<file path="src/design/pcl_pkg.sv">
// Shared types and constants for the pedestrian crossing light controller.
package pcl_pkg;

   localparam int unsigned CSR_INDEX_WIDTH = 3;
   localparam int unsigned CSR_DATA_WIDTH  = 16;

   typedef logic [CSR_INDEX_WIDTH-1:0] csr_index_type;

   localparam csr_index_type CSR_CHANGE_DELAY   = 3'd0;
   localparam csr_index_type CSR_GREEN_HOLD     = 3'd1;
   localparam csr_index_type CSR_DISTANCE_LIMIT = 3'd2;
   localparam csr_index_type CSR_CROSS_BEATS    = 3'd3;
   localparam csr_index_type CSR_CROSS_HALF     = 3'd4;
   localparam csr_index_type CSR_BLINK_BEATS    = 3'd5;
   localparam csr_index_type CSR_BLINK_QUARTER  = 3'd6;

   localparam logic [15:0] RST_CHANGE_DELAY   = 16'd3000;
   localparam logic [15:0] RST_GREEN_HOLD     = 16'd5000;
   localparam logic [9:0]  RST_DISTANCE_LIMIT = 10'd20;
   localparam logic [4:0]  RST_CROSS_BEATS    = 5'd15;
   localparam logic [11:0] RST_CROSS_HALF     = 12'd500;
   localparam logic [3:0]  RST_BLINK_BEATS    = 4'd3;
   localparam logic [11:0] RST_BLINK_QUARTER  = 12'd250;

   // distance = echo * ECHO_SCALE / ECHO_DIVISOR, truncated
   localparam logic [3:0] ECHO_SCALE   = 4'd10;
   localparam logic [5:0] ECHO_DIVISOR = 6'd58;

   localparam logic [7:0] DUTY_SILENT = 8'd0;
   localparam logic [7:0] DUTY_CROSS  = 8'd40;
   localparam logic [7:0] DUTY_BLINK  = 8'd100;

   localparam logic [1:0] QUARTER_LAST = 2'd3;

   typedef enum logic [2:0] {
      PH_GREEN   = 3'd0,
      PH_CLOSING = 3'd1,
      PH_AMBER   = 3'd2,
      PH_CROSS   = 3'd3,
      PH_BLINK   = 3'd4
   } phase_type;

   typedef struct packed {
      logic        ped_button;
      logic        echo_valid;
      logic [15:0] echo_ticks;
   } pcl_req_type;

   typedef struct packed {
      logic       veh_red;
      logic       veh_amber;
      logic       veh_green;
      logic       ped_red;
      logic       ped_green;
      logic [7:0] beep_duty;
      logic [2:0] phase;
   } pcl_rsp_type;

   typedef struct packed {
      logic [15:0] change_delay_ms;
      logic [15:0] green_hold_ms;
      logic [9:0]  distance_limit_cm;
      logic [4:0]  cross_beats;
      logic [11:0] cross_half_ms;
      logic [3:0]  blink_beats;
      logic [11:0] blink_quarter_ms;
   } pcl_cfg_type;

endpackage

</file>
<file path="src/design/pcl_csr_regs.sv">
// Configuration register file with write decode.
module pcl_csr_regs (
   input  logic                                clock,
   input  logic                                reset,
   input  logic                                csr_write_enable,
   input  pcl_pkg::csr_index_type              csr_index,
   input  logic [pcl_pkg::CSR_DATA_WIDTH-1:0]  csr_wdata,
   output pcl_pkg::pcl_cfg_type                cfg
);

   pcl_pkg::pcl_cfg_type cfg_ff;
   pcl_pkg::pcl_cfg_type cfg_in;

   always_comb begin
      cfg_in = cfg_ff;
      if (csr_write_enable) begin
         unique case (csr_index)
            pcl_pkg::CSR_CHANGE_DELAY:   cfg_in.change_delay_ms   = csr_wdata;
            pcl_pkg::CSR_GREEN_HOLD:     cfg_in.green_hold_ms     = csr_wdata;
            pcl_pkg::CSR_DISTANCE_LIMIT: cfg_in.distance_limit_cm = csr_wdata[9:0];
            pcl_pkg::CSR_CROSS_BEATS:    cfg_in.cross_beats       = csr_wdata[4:0];
            pcl_pkg::CSR_CROSS_HALF:     cfg_in.cross_half_ms     = csr_wdata[11:0];
            pcl_pkg::CSR_BLINK_BEATS:    cfg_in.blink_beats       = csr_wdata[3:0];
            pcl_pkg::CSR_BLINK_QUARTER:  cfg_in.blink_quarter_ms  = csr_wdata[11:0];
            default: ;  // drop writes to unlisted indexes
         endcase
      end
   end

   always_ff @(posedge clock) begin
      if (reset) begin
         cfg_ff.change_delay_ms   <= pcl_pkg::RST_CHANGE_DELAY;
         cfg_ff.green_hold_ms     <= pcl_pkg::RST_GREEN_HOLD;
         cfg_ff.distance_limit_cm <= pcl_pkg::RST_DISTANCE_LIMIT;
         cfg_ff.cross_beats       <= pcl_pkg::RST_CROSS_BEATS;
         cfg_ff.cross_half_ms     <= pcl_pkg::RST_CROSS_HALF;
         cfg_ff.blink_beats       <= pcl_pkg::RST_BLINK_BEATS;
         cfg_ff.blink_quarter_ms  <= pcl_pkg::RST_BLINK_QUARTER;
      end else begin
         cfg_ff <= cfg_in;
      end
   end

   assign cfg = cfg_ff;

endmodule

</file>
<file path="src/design/pcl_request_detect.sv">
// Crossing request detection from the button and the echo distance.
module pcl_request_detect (
   input  pcl_pkg::pcl_req_type  req,
   input  logic [9:0]            distance_limit_cm,
   output logic                  request
);

   logic [19:0] echo_scaled;
   logic [15:0] echo_bound;
   logic        near;

   // floor(echo*10/58) <= limit  <=>  echo*10 <= 58*limit + 57
   assign echo_scaled = req.echo_ticks * pcl_pkg::ECHO_SCALE;
   assign echo_bound  = 16'({6'd0, distance_limit_cm} * {10'd0, pcl_pkg::ECHO_DIVISOR})
                        + 16'(pcl_pkg::ECHO_DIVISOR - 6'd1);
   assign near        = echo_scaled <= {4'd0, echo_bound};
   assign request     = req.ped_button || (req.echo_valid && near);

endmodule

</file>
<file path="src/design/pcl_phase_seq.sv">
// Phase sequencer: phase, tick, beat and quarter counters plus lamp decode.
module pcl_phase_seq (
   input  logic                  clock,
   input  logic                  reset,
   input  logic                  advance,
   input  logic                  request,
   input  pcl_pkg::pcl_cfg_type  cfg,
   output pcl_pkg::pcl_rsp_type  rsp
);

   pcl_pkg::phase_type phase_ff, phase_in;
   logic [15:0] tick_ff, tick_in;
   logic [4:0]  beat_ff, beat_in;
   logic [1:0]  quarter_ff, quarter_in;
   logic        hold_ff, hold_in;

   logic [15:0] tick_next;
   logic [15:0] period_len;
   logic        period_done;
   logic [4:0]  beat_next;
   logic [4:0]  beat_limit;
   logic        beats_done;

   // Shared period counter: a zero length or a wrapped count ends the period.
   always_comb begin
      case (phase_ff)
         pcl_pkg::PH_CROSS: period_len = {4'd0, cfg.cross_half_ms};
         pcl_pkg::PH_BLINK: period_len = {4'd0, cfg.blink_quarter_ms};
         default:           period_len = cfg.change_delay_ms;
      endcase
      beat_limit = (phase_ff == pcl_pkg::PH_CROSS) ? cfg.cross_beats
                                                   : {1'b0, cfg.blink_beats};
   end

   assign tick_next   = tick_ff + 16'd1;
   assign period_done = (tick_next >= period_len) || (tick_next == 16'd0);
   assign beat_next   = beat_ff + 5'd1;
   assign beats_done  = (beat_next >= beat_limit) || (beat_next == 5'd0);

   // Next state
   always_comb begin
      phase_in   = phase_ff;
      tick_in    = tick_ff;
      beat_in    = beat_ff;
      quarter_in = quarter_ff;
      hold_in    = hold_ff;
      if (advance) begin
         unique case (phase_ff)
            pcl_pkg::PH_GREEN: begin
               if (hold_ff && (tick_ff < cfg.green_hold_ms)) begin
                  tick_in = tick_next;
               end else begin
                  tick_in = 16'd0;
                  hold_in = request;
                  if (request) begin
                     phase_in = pcl_pkg::PH_CLOSING;
                  end
               end
            end
            pcl_pkg::PH_CLOSING: begin
               tick_in = period_done ? 16'd0 : tick_next;
               if (period_done) begin
                  phase_in = pcl_pkg::PH_AMBER;
               end
            end
            pcl_pkg::PH_AMBER: begin
               tick_in = period_done ? 16'd0 : tick_next;
               if (period_done) begin
                  phase_in   = pcl_pkg::PH_CROSS;
                  beat_in    = 5'd0;
                  quarter_in = 2'd0;
               end
            end
            pcl_pkg::PH_CROSS: begin
               tick_in = period_done ? 16'd0 : tick_next;
               if (period_done) begin
                  if (!quarter_ff[0]) begin
                     quarter_in = 2'd1;
                  end else begin
                     quarter_in = 2'd0;
                     beat_in    = beats_done ? 5'd0 : beat_next;
                     if (beats_done) begin
                        phase_in = pcl_pkg::PH_BLINK;
                     end
                  end
               end
            end
            pcl_pkg::PH_BLINK: begin
               tick_in = period_done ? 16'd0 : tick_next;
               if (period_done) begin
                  quarter_in = quarter_ff + 2'd1;
                  if (quarter_ff == pcl_pkg::QUARTER_LAST) begin
                     beat_in = beats_done ? 5'd0 : beat_next;
                     if (beats_done) begin
                        phase_in = pcl_pkg::PH_GREEN;
                     end
                  end
               end
            end
            default: begin
               phase_in = pcl_pkg::PH_GREEN;
            end
         endcase
      end
   end

   // Outputs from the state before this transaction's update
   always_comb begin
      rsp           = '0;
      rsp.phase     = phase_ff;
      rsp.beep_duty = pcl_pkg::DUTY_SILENT;
      unique case (phase_ff)
         pcl_pkg::PH_GREEN, pcl_pkg::PH_CLOSING: begin
            rsp.veh_green = 1'b1;
            rsp.ped_red   = 1'b1;
         end
         pcl_pkg::PH_AMBER: begin
            rsp.veh_amber = 1'b1;
            rsp.ped_red   = 1'b1;
         end
         pcl_pkg::PH_CROSS: begin
            rsp.veh_red   = 1'b1;
            rsp.ped_green = 1'b1;
            if (!quarter_ff[0]) begin
               rsp.beep_duty = pcl_pkg::DUTY_CROSS;
            end
         end
         pcl_pkg::PH_BLINK: begin
            rsp.veh_red   = 1'b1;
            rsp.ped_green = quarter_ff[1];
            if (!quarter_ff[0]) begin
               rsp.beep_duty = pcl_pkg::DUTY_BLINK;
            end
         end
         default: begin
            rsp.veh_red = 1'b1;
         end
      endcase
   end

   always_ff @(posedge clock) begin
      if (reset) begin
         phase_ff   <= pcl_pkg::PH_GREEN;
         tick_ff    <= 16'd0;
         beat_ff    <= 5'd0;
         quarter_ff <= 2'd0;
         hold_ff    <= 1'b0;
      end else begin
         phase_ff   <= phase_in;
         tick_ff    <= tick_in;
         beat_ff    <= beat_in;
         quarter_ff <= quarter_in;
         hold_ff    <= hold_in;
      end
   end

endmodule

</file>
<file path="src/design/pedestrian_crossing_light_controller_unit.sv">
// Top level of the pedestrian crossing light controller.
//
//   channel  direction  handshake              payload
//   req      in         req_valid / req_stall  pcl_req_type (one millisecond tick)
//   rsp      out        rsp_valid / rsp_stall  pcl_rsp_type (lamps, duty, phase)
//   csr      in         csr_write_enable       csr_index, csr_wdata (no read-back)
//
// One transaction per cycle while the result side is not stalled; each tick
// passes through the input register and then the result register.
// The phase/counter state advances as each tick moves into the result register.
// Synchronous active-high reset clears the phase state and loads the register
// defaults; no clearing pass. A stalled result holds in the result register
// while one more tick waits in the input register.
module pedestrian_crossing_light_controller_unit (
   input  logic                                clock,
   input  logic                                reset,
   input  logic                                req_valid,
   output logic                                req_stall,
   input  pcl_pkg::pcl_req_type                req_data,
   output logic                                rsp_valid,
   input  logic                                rsp_stall,
   output pcl_pkg::pcl_rsp_type                rsp_data,
   input  logic                                csr_write_enable,
   input  pcl_pkg::csr_index_type              csr_index,
   input  logic [pcl_pkg::CSR_DATA_WIDTH-1:0]  csr_wdata
);

   logic                  in_valid_ff, in_valid_in;
   pcl_pkg::pcl_req_type  in_data_ff;
   logic                  rsp_valid_ff, rsp_valid_in;
   pcl_pkg::pcl_rsp_type  rsp_data_ff;

   pcl_pkg::pcl_cfg_type  cfg;
   pcl_pkg::pcl_rsp_type  seq_rsp;
   logic                  request;
   logic                  fire;
   logic                  accept;

   assign fire      = in_valid_ff && (!rsp_valid_ff || !rsp_stall);
   assign req_stall = in_valid_ff && !fire;
   assign accept    = req_valid && !req_stall;

   always_comb begin
      if (accept) begin
         in_valid_in = 1'b1;
      end else if (fire) begin
         in_valid_in = 1'b0;
      end else begin
         in_valid_in = in_valid_ff;
      end
      if (fire) begin
         rsp_valid_in = 1'b1;
      end else begin
         rsp_valid_in = rsp_valid_ff && rsp_stall;
      end
   end

   pcl_csr_regs u_csr_regs (
      .clock            (clock),
      .reset            (reset),
      .csr_write_enable (csr_write_enable),
      .csr_index        (csr_index),
      .csr_wdata        (csr_wdata),
      .cfg              (cfg)
   );

   pcl_request_detect u_request_detect (
      .req               (in_data_ff),
      .distance_limit_cm (cfg.distance_limit_cm),
      .request           (request)
   );

   pcl_phase_seq u_phase_seq (
      .clock   (clock),
      .reset   (reset),
      .advance (fire),
      .request (request),
      .cfg     (cfg),
      .rsp     (seq_rsp)
   );

   always_ff @(posedge clock) begin
      if (reset) begin
         in_valid_ff  <= 1'b0;
         rsp_valid_ff <= 1'b0;
      end else begin
         in_valid_ff  <= in_valid_in;
         rsp_valid_ff <= rsp_valid_in;
      end
   end

   // payload registers: load on handshake, hold otherwise
   always_ff @(posedge clock) begin
      if (accept) begin
         in_data_ff <= req_data;
      end
      if (fire) begin
         rsp_data_ff <= seq_rsp;
      end
   end

   assign rsp_valid = rsp_valid_ff;
   assign rsp_data  = rsp_data_ff;

endmodule

</file>
<file path="config.mk">
export PLATFORM = sky130hd
export DESIGN_NAME = pedestrian_crossing_light_controller_unit
export DESIGN_NICKNAME = d
export VERILOG_FILES = /design/src/design/pcl_pkg.sv /design/src/design/pcl_csr_regs.sv /design/src/design/pcl_request_detect.sv /design/src/design/pcl_phase_seq.sv /design/src/design/pedestrian_crossing_light_controller_unit.sv
export SDC_FILE = /design/constraint.sdc
export NUM_CORES = 1
export LEC_CHECK = 0
export BUFFER_PORTS_ARGS = -buffer_cell sky130_fd_sc_hd__buf_2
export CORE_MARGIN = 5
export CORE_UTILIZATION = 45
export CTS_CLUSTER_DIAMETER = 100
export CTS_CLUSTER_SIZE = 16
export DETAILED_ROUTE_END_ITERATION = 12
export PLACE_DENSITY_LB_ADDON = 0.08
export SYNTH_ARGS = -nofsm -noshare
export SYNTH_HDL_FRONTEND = slang
export SYNTH_HIERARCHICAL = 1
export SYNTH_SLANG_ARGS = --single-unit
export TNS_END_PERCENT = 5
</file>
<file path="constraint.sdc">
create_clock -name clock -period 4.85 [get_ports clock]
set_input_delay 1.2125 -clock clock [delete_from_list [all_inputs] [get_ports clock]]
set_output_delay 1.2125 -clock clock [all_outputs]
set_load 0.02 [all_outputs]
</file>
Word-level counts from Yosys, hierarchy flattened

Cells that the tools add are included.

Add/sub/neg operators: 4
$mul: 2
$lt $le $gt $ge: 4
Equality and inequality tests: 21
Muxes and demuxes: 38
Bitwise operators: 1
Reduce and logical (&&, ||, !) cells: 36

Operators with widths:

| cell                    | count |
|---|---|
| $pmux W16 S2            | 2 |
| $mux W5                 | 7 |
| $mux W16                | 2 |
| $mux W3                 | 10 |
| $le A20 B16 Y1          | 1 |
| $mul A16 B3 Y19 const B | 1 |
| $ne A2 B1 Y1 const B    | 9 |
| $pmux W9 S2             | 1 |
| $add A16 B1 Y16 const B | 1 |
| $add A16 B6 Y16 const B | 1 |
| $ge A16 B16 Y1          | 1 |
| $logic_not A16 Y1       | 1 |
| $lt A16 B16 Y1          | 1 |
| $reduce_and A2 Y1       | 8 |
| $mul A10 B5 Y15 const B | 1 |
| $pmux W3 S5             | 1 |
| $pmux W5 S3             | 1 |
| $eq A3 B2 Y1 const B    | 4 |
| $eq A3 B3 Y1 const B    | 4 |
| $reduce_and A11 Y1      | 1 |
| $mux W1                 | 8 |
| $mux W7                 | 1 |
| $reduce_and A7 Y1       | 1 |
| $eq A3 B1 Y1 const B    | 2 |
| 21 further kinds        | 36 |

Bits in registers: 138
Bits of input ports: 42
Output and inout port bits: 18
Logic and storage cells: 130

Logic depth before layout (Yosys ltp)

Depth after elaboration: 8
Depth in mapped cells: 26
Depth with buffers taken out: 25

Hierarchy

Netlist, hierarchy kept.

By module, submodules not included:

| module                                    | instances | cells each | area each (µm²) | sequential area each (µm²) |
|---|---|---|---|---|
| pcl_phase_seq                             | 1         | 429        | 3203.1          | 540.5 |
| pcl_csr_regs                              | 1         | 286        | 3006.6          | 1501.4 |
| pcl_request_detect                        | 1         | 323        | 2610.0          | 0.0 |
| pedestrian_crossing_light_controller_unit | 1         | 44         | 1107.3          | 1061.0 |

Least setup slack after synthesis

OpenSTA, ideal clock, no wires.

Path kind: flip-flop to flip-flop
From: register u_csr_regs/cfg[40] (netlist name)
To: register u_phase_seq.phase_ff[0]
Arrival: 4.870 ns
Path slack: -0.079 ns
Cell stages (with the launch flop): 27
Path buffers: 1
Period minus slack after synthesis: 4.929 ns
Cells stage by stage: dfxtp_1 -> inv_1 -> fa_1 -> inv_1 -> ha_1 -> inv_1 -> fa_1 -> inv_1 -> ha_1 -> buf_2 -> nor3_1 -> o2111ai_1 -> a311oi_1 -> xnor2_1 -> o31a_1 -> nand4_1 -> xnor2_1 -> ha_1 -> and4_1 -> nand3_1 -> a221o_1 -> nand4_1 -> o41ai_2 -> o31a_1 -> nand2_1 -> a21oi_1 -> o211a_1

Longest elaborated chain between the ends: 7

Ends and longest elaborated chain:

| what                                | line                                            | text |
|---|---|---|
| $mul A10 B5 Y15                     | pcl_request_detect.sv:14                        | `assign echo_bound = 16'({6'd0, distance_limit_cm} * {10'd0, pcl_pkg::ECHO_DIVISOR})` |
| $add A16 B6 Y16                     | pcl_request_detect.sv:15                        | `+ 16'(pcl_pkg::ECHO_DIVISOR - 6'd1);` |
| $le A20 B16 Y1                      | pcl_request_detect.sv:16                        | `assign near = echo_scaled <= {4'd0, echo_bound};` |
| $logic_and A1 B1 Y1                 | pcl_request_detect.sv:17                        | `assign request = req.ped_button \|\| (req.echo_valid && near);` |
| $logic_or A1 B1 Y1                  | pcl_request_detect.sv:17                        |  |
| net request                         | pedestrian_crossing_light_controller_unit.sv:35 | `logic request;` |
| $ne A2 B1 Y1 (no source line)       | n/a                                             |  |
| $reduce_and A11 Y1 (no source line) | n/a                                             |  |
| end signal, assigned                | pcl_phase_seq.sv:143                            | `phase_ff <= pcl_pkg::PH_GREEN;` |
| end signal, assigned                | pcl_phase_seq.sv:149                            | `phase_ff <= phase_in;` |
| end, declared                       | pcl_phase_seq.sv:11                             | `pcl_pkg::phase_type phase_ff, phase_in;` |

The timed path passes the listed nets, and every way through them passes these cells.
A chain may end at the register's enable or synchronous reset.

Worst setup path in the final report

From: register u_csr_regs/cfg[35] (netlist name)
To: register u_phase_seq.phase_ff[0]

Longest elaborated chain between the ends: 7

Ends and longest elaborated chain:

| what                                | line |
|---|---|
| $mul A10 B5 Y15                     | pcl_request_detect.sv:14 |
| $add A16 B6 Y16                     | pcl_request_detect.sv:15 |
| $le A20 B16 Y1                      | pcl_request_detect.sv:16 |
| $logic_and A1 B1 Y1                 | pcl_request_detect.sv:17 |
| $logic_or A1 B1 Y1                  | pcl_request_detect.sv:17 |
| net request                         | pedestrian_crossing_light_controller_unit.sv:35 |
| $ne A2 B1 Y1 (no source line)       | n/a |
| $reduce_and A11 Y1 (no source line) | n/a |

The timed path passes the listed nets, and every way through them passes these cells.

==> results.md <==
- Outcome: complete, but fails checks
- Failing checks: setup timing
- Post-Syn Area: 9930 um2
- Total power: 3130 uW
- Crit-path max FO: 3
- WL final: 23.9 mm
- Initial antenna violation count: 0
- Post-synthesis sequential area ratio: 31.3%
- Syn_area_per_cell: 9.17 um2
- Vias: 7,806
- Wire per inst: 16.4 um
- Crit path required time: 5.22 ns
- Max-Cap Viols: 0
- Critical Path AT: 5.29 ns
- Biggest area consumer among synthesized cells: dfxtp_1
- Final Hold Viols: 0
- Post-Synthesis Cells: 1,082
- Global-route wire length before repair: 39.0 mm
- RSZ-0062 raised after global routing: true
- Achievable Freq: 203 MHz
- Nets: 1,336
- Reg2Reg Depth: 25
- Fin cells: 1,457
- Drt first-iter violations: 430
- Iteration count of the initial detailed-routing pass: 5
- CTS tree: done
- Met2 global-route usage: 29.8%
- Hpwl dp: 18.2 mm
- Clock Skew: 0.0104 ns
- Final TNS setup: -0.0685 ns
- Post-synth EDFFs: 34
- Core Area: 21,800 um2
- Sinks on the clock net: 138
- Hold slack: 0.478 ns
- Count leader, synth: ha_1
- Pins Over Slew Limit: 0
- Root Driver: clkbuf_16
- DIE AREA: 25,100 um2
- Final setup margin: -0.0685 ns
- Starting Density: 45.6%
- Num CTS Buffers: 17
- Clock H-tree levels: 4
- Number of synthesized register bits: 138
- Die height: 159 um
- Via density per instance: 5.36
- Grt ovf: 0
- Max_slew headroom: 23.9%
- P per Cell Area: 272 nW/um2
- Pleak: 0.00519 uW
- Final Setup Violations: 1
- GRT Total Usage: 19.5%
- Area Overhead vs Synth: 15.8%
- Post-synthesis cell type count: 85
- Reg2reg setup slack: -0.07 ns
- Routing usage on met1: 29.1%
- FFs w/ async S/R, synth: 0%
- Drc violations: 0
- GPL Wtd Cong: 0.836
- Maximum buffer depth of the clock tree: 2
- Crit start category: flop
- Yosys warnings: 6
- Port bufs: 59
- Max incr delay on CP: 0.53 ns
- Chip Width: 159 um
- Setup crit end kind: flop
- Worst Setup EP: u_phase_seq/phase_ff[0]
- CTS clk-pin slew, worst paths: 0.07 ns
- Dpl cell area: 10,800 um2
- Worst hold path type: reg2reg
- Min cycle time layout: 4.92 ns
- Vias in the first global route: 7,457
- Post-synth top cells: 114 x ha_1, 104 x dfxtp_1, 102 x nor2_1, 80 x mux2i_1, 78 x inv_1
- Final period utilization: 101%
- Synth top area share: 21.0%
- Finished layout cell area: 11,500 um2
- Worst VDD drop: 0.183 mV
- Measured slew at the worst slew-check pin: 1.14 ns
- Post-placement cell count: 1,423
- Kind of critical path: reg2reg
- Share of post-route cells with drive strength above 1: 18.5%
- IO Pins: 60
- Core Rows: 54
- Reg2reg end: u_phase_seq/phase_ff[0]
- Diodes inserted: 0
- Largest net degree at the start of global routing: 60
- Post-route ant nets: 0
- Busiest grt layer: met2
- Crit-path slowest cell: fa_1
- Met3 Usage GRT: 3.56%
- Worst Setup SP: u_csr_regs/cfg[35]
- R2R Path Start: u_csr_regs/cfg[35]
- Clk Latency, worst-skew pair: 0.43 ns
- Top post-synthesis cells by area: dfxtp_1 21%, ha_1 14%, edfxtp_1 10%
- Ys flop type: dfxtp_1
-- cells by family (layout without fill, tap and decap cells) --
| logic type | after synthesis | after routing | share of synthesized area [%] |
|---|---|---|---|
| muxes | 80 | 80 | 8.07 |
| DFF | 138 | 138 | 31.3 |
| xor gates and xnor gates | 50 | 50 | 4.49 |
| other | 1 | 4 | 0.0378 |
| adders and majority gates | 130 | 130 | 17.6 |
| buffers and inverters | 138 | 230 | 6.04 |
| and+or+nand+nor | 358 | 358 | 19.0 |
| AOI/OAI and AO/OA | 187 | 187 | 13.5 |
-- repair_timing --
action / 4_1_cts / 5_1_grt
hold buffers: 0 / 0
gates resized for setup: 32 / 6
setup endpoints to repair: 2 / 2
buffers inserted: 2 / 0
pin swaps: 25 / 9
-- layout by cell type (no fill, tap or decap), types with 5 or more instances in the layout --
master / instances
xnor2_1: 32
buf_2: 58
ha_1: 108
a31oi_1: 8
nor2_1: 100
clkbuf_16: 17
ha_4: 6
o311ai_0: 9
xor2_1: 14
nor3_1: 21
nand2_1: 70
inv_1: 68
buf_4: 58
fa_1: 16
inv_6: 5
edfxtp_1: 34
mux2i_1: 80
inv_2: 8
or3_1: 5
a21oi_1: 40
and4_1: 6
nand4_1: 12
dfxtp_2: 6
a211oi_1: 5
o21a_1: 9
o211ai_1: 7
and3_1: 5
a21o_1: 12
nand3_1: 22
o21ai_0: 30
a22o_1: 9
nand2b_1: 69
o22ai_1: 8
dfxtp_1: 98
-- worst max-delay path, delay by kind of cell (launching register included) --
family	cells	cell delay [ns]
and+or+nand+nor	6	0.70
adders and majority gates	5	1.80
xor gates and xnor gates	2	0.37
buffers and inverters	4	0.17
AOI/OAI and AO/OA	8	1.48
DFF	1	0.33
-- power by group --
part / internal (uW) / switching, uW
combinational: 301 / 346
sequential: 1210 / 17.6
clock: 675 / 580
total: 2180 / 943
-- area by class of cell --
class                   count  area [um2]
inverters                  80         305
flip-flops and latches    138        3110
clock buffers              17         425
fillers                  2068       10300
well taps                 280         350
clock inverters            15         133
repair buffers            118         748
multi-input cells         809        6430
-- flip-flops by register name, summed over array words and instances, names as in the netlist --
register,cells
u_csr_regs/cfg,75
u_phase_seq/quarter_ff,2
u_phase_seq/phase_ff,3
u_phase_seq/beat_ff,5
rsp_data,16
u_phase_seq/hold_ff,1
in_valid_ff,1
u_phase_seq/tick_ff,16
rsp_valid,1
in_data_ff,18
-- how the worst min path moves through the flow --
| stage | depth (start not counted) | end | startpoint | slack [ns] |
|---|---|---|---|---|
| 3_5_place_dp | 2 | u_csr_regs/cfg[59] | u_csr_regs/cfg[59] | 0.46 |
| 3_3_place_gp | 2 | u_csr_regs/cfg[71] | u_csr_regs/cfg[71] | 0.46 |
| 4_1_cts | 2 | u_csr_regs/cfg[14] | u_csr_regs/cfg[14] | 0.48 |
| 6_report | 2 | u_csr_regs/cfg[54] | u_csr_regs/cfg[54] | 0.48 |
| 5_1_grt | 2 | u_csr_regs/cfg[47] | u_csr_regs/cfg[47] | 0.50 |
| 2_1_floorplan | 0 | rsp_data[0] | u_phase_seq/phase_ff[0] | 0.40 |
-- layer usage --
metal | vias to the layer above | wire (um)
met5 | - | 0
met4 | 0 | 190
met3 | 16 | 841
met2 | 108 | 10500
met1 | 3696 | 12300
li1 | 3986 | -
-- metrics by stage --
| stage | utilization (%) | worst slack, ns |
|---|---|---|
| 2_1_floorplan | - | 0.0000639 |
| 3_3_place_gp | 49.5 | -0.238 |
| 3_5_place_dp | 49.5 | -0.335 |
| 4_1_cts | 52.7 | -0.176 |
| 5_1_grt | 52.9 | -0.367 |
| 6_report | 52.9 | -0.0685 |
(Power assumes the default switching activity.)
